File: src/rtl/core/gcsm_pkg.sv
// ----------------------------------------------------------------------------
// gcsm_pkg - shared types and constants of the caliper score matcher
// Item layouts, configuration register indexes, reset values and the
// controller state encoding.
// ----------------------------------------------------------------------------
`default_nettype none

package gcsm_pkg;

  // default sizes of the control table and of the match list
  localparam int DEF_MAX_CONTROLS = 1024;
  localparam int DEF_MAX_MATCH    = 8;
  // no case ever produces more results than this
  localparam int RESULT_LIMIT     = 8;

  // field widths
  localparam int SCORE_W = 16;
  localparam int SLOT_W  = 10;
  localparam int TAG_W   = 16;
  localparam int MC_W    = 4;
  localparam int CC_W    = 11;
  localparam int CFG_IDX_W  = 2;
  localparam int CFG_DATA_W = 16;

  // configuration register indexes
  localparam logic [CFG_IDX_W-1:0] REG_THRESHOLD     = 2'd0;
  localparam logic [CFG_IDX_W-1:0] REG_MATCH_COUNT   = 2'd1;
  localparam logic [CFG_IDX_W-1:0] REG_CONTROL_COUNT = 2'd2;

  // register reset values (threshold 0.1 in Q0.16)
  localparam logic [SCORE_W-1:0] THRESHOLD_RST     = 16'd6554;
  localparam logic [MC_W-1:0]    MATCH_COUNT_RST   = 4'd1;
  localparam logic [CC_W-1:0]    CONTROL_COUNT_RST = 11'd0;

  // operation codes
  localparam logic OP_LOAD = 1'b0;
  localparam logic OP_CASE = 1'b1;

  typedef struct packed {
    logic               opcode;
    logic [SCORE_W-1:0] score;
    logic [SLOT_W-1:0]  slot;
    logic [TAG_W-1:0]   case_tag;
  } in_item_t;

  typedef struct packed {
    logic [TAG_W-1:0]  tag_out;
    logic [SLOT_W-1:0] control_index;
    logic              matched;
    logic              last;
  } out_item_t;

  // control of the best-candidate list
  typedef struct packed {
    logic clr;
    logic ins;
    logic pop;
  } list_ctl_t;

  typedef enum logic [2:0] {
    ST_CLEAR,
    ST_IDLE,
    ST_SCAN,
    ST_EMIT,
    ST_FAIL
  } state_t;

endpackage

`default_nettype wire

File: src/rtl/core/gcsm_best_list.sv
// ----------------------------------------------------------------------------
// gcsm_best_list - sorted list of the closest qualifying controls
// Keeps up to need entries ordered by score difference, equal differences
// in arrival order; one insertion or one removal from the head per cycle.
// ----------------------------------------------------------------------------
`default_nettype none

module gcsm_best_list #(
  parameter int DEPTH = 8,
  parameter int IW    = 10,
  parameter int NW    = $clog2(DEPTH + 1)
) (
  input  wire logic                         clk,
  input  wire logic                         rst_n,
  input  wire gcsm_pkg::list_ctl_t          ctl,
  input  wire logic [NW-1:0]                need,
  input  wire logic [gcsm_pkg::SCORE_W-1:0] d_in,
  input  wire logic [IW-1:0]                idx_in,
  output logic      [IW-1:0]                head_idx,
  output logic      [NW-1:0]                count
);

  logic [gcsm_pkg::SCORE_W-1:0] d_r   [DEPTH];
  logic [gcsm_pkg::SCORE_W-1:0] d_nxt [DEPTH];
  logic [IW-1:0]                idx_r   [DEPTH];
  logic [IW-1:0]                idx_nxt [DEPTH];
  logic [NW-1:0]                count_r, count_nxt;
  logic [DEPTH-1:0]             le;
  logic [DEPTH-1:0]             prev_le;
  logic                         fits;

  // entries that stay ahead of the new candidate (prefix of the list)
  always_comb begin
    for (int k = 0; k < DEPTH; k++) begin
      le[k] = (NW'(k) < count_r) && (d_r[k] <= d_in);
    end
    prev_le[0] = 1'b1;
    for (int k = 1; k < DEPTH; k++) begin
      prev_le[k] = le[k-1];
    end
    // candidate lands inside the first need places
    fits = 1'b0;
    for (int k = 0; k < DEPTH; k++) begin
      if ((NW'(k) < need) && !le[k]) begin
        fits = 1'b1;
      end
    end
  end

  // next list contents
  always_comb begin
    d_nxt     = d_r;
    idx_nxt   = idx_r;
    count_nxt = count_r;
    priority if (ctl.clr) begin
      count_nxt = '0;
    end else if (ctl.pop) begin
      for (int k = 0; k < DEPTH - 1; k++) begin
        d_nxt[k]   = d_r[k+1];
        idx_nxt[k] = idx_r[k+1];
      end
      count_nxt = count_r - 1'b1;
    end else if (ctl.ins && fits) begin
      for (int k = 0; k < DEPTH; k++) begin
        if (le[k]) begin
          d_nxt[k]   = d_r[k];
          idx_nxt[k] = idx_r[k];
        end else if (prev_le[k]) begin
          d_nxt[k]   = d_in;
          idx_nxt[k] = idx_in;
        end else begin
          d_nxt[k]   = d_r[(k > 0) ? k - 1 : 0];
          idx_nxt[k] = idx_r[(k > 0) ? k - 1 : 0];
        end
      end
      count_nxt = (count_r < need) ? count_r + 1'b1 : count_r;
    end else begin
      count_nxt = count_r;
    end
  end

  // fill level
  always_ff @(posedge clk) begin
    if (!rst_n) begin
      count_r <= '0;
    end else begin
      count_r <= count_nxt;
    end
  end

  // list entries
  always_ff @(posedge clk) begin
    d_r   <= d_nxt;
    idx_r <= idx_nxt;
  end

  assign head_idx = idx_r[0];
  assign count    = count_r;

endmodule

`default_nettype wire

File: config.mk
export PLATFORM = sky130hd
export DESIGN_NAME = gcsm_best_list
export DESIGN_NICKNAME = d
export VERILOG_FILES = /design/src/rtl/core/gcsm_pkg.sv /design/src/rtl/core/gcsm_best_list.sv
export SDC_FILE = /design/constraint.sdc
export NUM_CORES = 1
export LEC_CHECK = 0
export BUFFER_PORTS_ARGS = -buffer_cell sky130_fd_sc_hd__buf_2
export CORE_ASPECT_RATIO = 1.25
export CORE_UTILIZATION = 45
export DETAILED_ROUTE_END_ITERATION = 8
export PLACE_DENSITY = 0.65
export REMOVE_ABC_BUFFERS = 1
export SYNTH_ARGS = -nofsm -noshare
export SYNTH_HDL_FRONTEND = slang
export SYNTH_SLANG_ARGS = --single-unit
File: constraint.sdc
create_clock -name clk -period 6.05 [get_ports clk]
set_input_delay 0.9075 -clock clk [delete_from_list [all_inputs] [get_ports clk]]
set_output_delay 0.9075 -clock clk [all_outputs]
set_load 0.02 [all_outputs]
==> impl_metrics.csv <==
group,metric,value,unit
floorplanning,core,0.0309,sq mm
setup_path,worstSetupEndpointType,"register",
detailed_routing,avgRoutedWirePerCell,22.7,um
cells_and_area,syn_to_final_growth,9.28,%
floorplanning,num_rows,72,
floorplanning,boundaryPins,49,
grt,grt_busiest_layer,"met2",
sta,finalHoldViolCount,0,
synthesis,syn_inst,1331,
sta,max_freq,0.210,GHz
synthesis,synth.area.top_cells,"edfxtp_1 44%, ha_1 12%, mux2i_1 9.8%",
placed_design,dp_hpwl,25.0,mm
sta,worst_slew_pin_slew,1.03,ns
placed_design,place_congestion,0.876,
detailed_routing,drc,0,
cells_and_area,drive_gt1_frac,0.105,
grt,grtUsageMet1,0.327,
clock_network,root_buffer,"clkbuf_16",
setup_path,path_cells,"buf_2 > inv_1 > ha_1 > a21oi_1 > o21ai_0 > a2111oi_0 > a21boi_4 > a221o_1 > o41ai_4 > buf_12 > o31ai_1",
grt,grt_pass1_vias,10800,
setup_path,critical_path_arrival,5.00,ns
setup_path,crit_slowest_cell,"a2111oi_0",
synthesis,synth_warnings,0,
floorplanning,die_h,200,um
floorplanning,fp.dieW,161,um
grt,use_met3,0.0290,
detailed_routing,firstDrtPassIters,5,
power,peakVddDrop,188,uV
grt,grt_max_degree,242,
placed_design,portBuffers,48,
clock_network,cts_tree,"done",
hold_path,hold_class,"reg -> reg",
grt,grt_pass1_wl,61.9,mm
setup_path,required,6.29,ns
placed_design,postPlaceCellArea,0.0147,sq mm
clock_network,clk_path_buf_depth,3,
grt,grt.total_usage,0.249,
synthesis,syn_area,0.0141,sq mm
sta,fin_skew,0.00987,ns
detailed_routing,drt-total-wl,39.7,mm
synthesis,synth-edff-count,208,
cells_and_area,fin_cells,1748,
setup_path,r2r-start,"d_r[71]$_DFFE_PP_",
run,cap_viol_max_count,0,
clock_network,cts_setup_buffers,0,
setup_path,cp_num_buf_inv,3,
cells_and_area,finish.utilization,0.500,
outcome,status,"finished, final reports clean",
grt,antenna_found_initial,1,
hold_path,min_from,"idx_r[4]$_DFFE_PP_",
clock_network,h-tree-depth,1,
sta,setup-violations-final,0,
setup_path,crit_family,"compound AO/OA/AOI/OAI gates",
clock_network,cts.sink_count,212,
cells_and_area,design_area,0.0154,sq mm
grt,grt_overflow,0,
clock_network,clock_latency,0.53,ns
synthesis,synth.largest_area_cell,"edfxtp_1",
floorplanning,die_area,0.0321,sq mm
synthesis,synth_top_flop_cell,"edfxtp_1",
synthesis,yosysTopAreaCellShare,0.442,
floorplanning,initial_utilization,0.457,
sta,max-slew-margin-rel,0.315,
sta,finalCriticalPeriod,4.77,ns
sta,maxSlewViolCount,0,
sta,rsz0062_at_grt,"false",
sta,whs,0.526,ns
grt,use_met2,0.408,
synthesis,synthArstFlopShare,0,
detailed_routing,ant_nets,0,
detailed_routing,first_iter_violations,947,
placed_design,dp_cells,1706,
detailed_routing,route.vias.total,10700,
clock_network,postCtsHoldBufs,0,
power,powerDensity,269,mW/mm^2
synthesis,ys_seq_area_frac,0.448,
detailed_routing,viasPerCell,6.15,
clock_network,clkSlewWorstSetupHoldPaths,0.06,ns
cells_and_area,layout.nets,1493,
setup_path,critPathMaxFanout,131,
setup_path,crit_type,"in -> reg",
power,leakagePower,0.00610,uW
synthesis,yosysUniqueCellTypes,49,
setup_path,crit_start,"d_in[5]",
clock_network,cts_resized,0,
clock_network,cts-buffers-inserted,23,
synthesis,synth_seq_cells,212,
synthesis,syn-mean-instance-area,10.6,sq um
sta,finalCritPeriodShare,0.788,
setup_path,start_kind,"input pin",
setup_path,cp_slowest_stage_delay,0.76,ns
==> flip-flops by register name, summed over array words and instances, names as in the netlist <==
signal / count
count: 4
d_r: 128
head_idx: 10
idx_r: 70
==> synthesized netlist by cell type, types with 5 or more instances <==
cell type,instances
edfxtp_1,208
nor2_1,41
buf_4,10
nand3_1,13
nand2_1,218
inv_1,32
nor4_1,5
clkbuf_1,56
nor2b_1,13
o21ai_1,9
nand2b_1,17
o31ai_1,171
a21o_1,6
ha_1,134
mux2_2,26
nand4_1,27
a21oi_1,84
mux2i_1,138
or4_1,6
o211ai_1,7
buf_6,11
buf_2,17
o21ai_0,22
nor3_1,10
==> metal layers <==
layer / wire, um / vias to the layer above / part of all wire
met5: 0 / - / 0
met4: 1790 / 0 / 0.045
met3: 2260 / 113 / 0.057
met2: 19200 / 381 / 0.48
met1: 16500 / 5200 / 0.42
li1: - / 5054 / -
==> final timing paths <==
kind | cells after the start | slack [ns] | end
worst max register to register | 9 | 1.61 | idx_r[36]$_DFFE_PP_
worst min-delay path | 2 | 0.53 | idx_r[14]$_DFFE_PP_
worst max-delay path | 11 | 1.28 | idx_r[36]$_DFFE_PP_
worst min register to register | 2 | 0.53 | idx_r[14]$_DFFE_PP_
==> placed cells by master, fill, tap and decap left out, drive strengths merged, types with 5 or more instances in the layout <==
| cell type | count |
|---|---|
| nor3 | 10 |
| o211ai | 7 |
| a21o | 6 |
| or4 | 6 |
| nor2b | 13 |
| clkbuf | 25 |
| nand2b | 17 |
| mux2i | 138 |
| o21ai | 31 |
| ha | 134 |
| nor4 | 5 |
| inv | 32 |
| clkinv | 12 |
| nand3 | 13 |
| buf | 66 |
| nand2 | 218 |
| nor2 | 41 |
| edfxtp | 208 |
| a21oi | 84 |
| mux2 | 26 |
| o31ai | 171 |
| nand4 | 27 |
==> worst min-delay path, cell delays in order (launching register included) <==
cell	delay [ns]
edfxtp_1	0.32
nand2_1	0.05
o31ai_1	0.05
==> through the flow <==
| stage | setup WS [ns] | setup TNS, ns | total power (uW) |
|---|---|---|---|
| 2_1_floorplan | -12.68 | -2634.91 | 2420 |
| 3_3_place_gp | 0.852 | 0 | 2720 |
| 3_5_place_dp | 0.849 | 0 | 2740 |
| 4_1_cts | 1.39 | 0 | 4170 |
| 5_1_grt | 0.971 | 0 | 4320 |
| 6_report | 1.28 | 0 | 4150 |
==> final cells by class <==
cell class              count  area [sq um]
flip-flops and latches    212          6330
repair buffers             66           448
clock buffers              25           583
multi-input cells         989          7310
inverters                  32           120
diodes                      1          2.50
fillers                  2770         15500
clock inverters            16           149
well taps                 407           509
==> logic make-up (layout without fill, tap and decap cells) <==
kind of cell	after synthesis	count (layout)	synth area share
mux	164	164	0.118
other cells	0	1	0
buf+inv	130	139	0.0445
simple gates	360	360	0.113
compound gates	331	331	0.158
fa+ha+maj	134	134	0.119
flops	212	212	0.448
==> power by group <==
group	total (uW)	switching, uW	internal [uW]
combinational	862	543	319
sequential	1860	90.7	1770
clock	1430	610	820
total	4150	1240	2910
(Power assumes the default switching activity.)
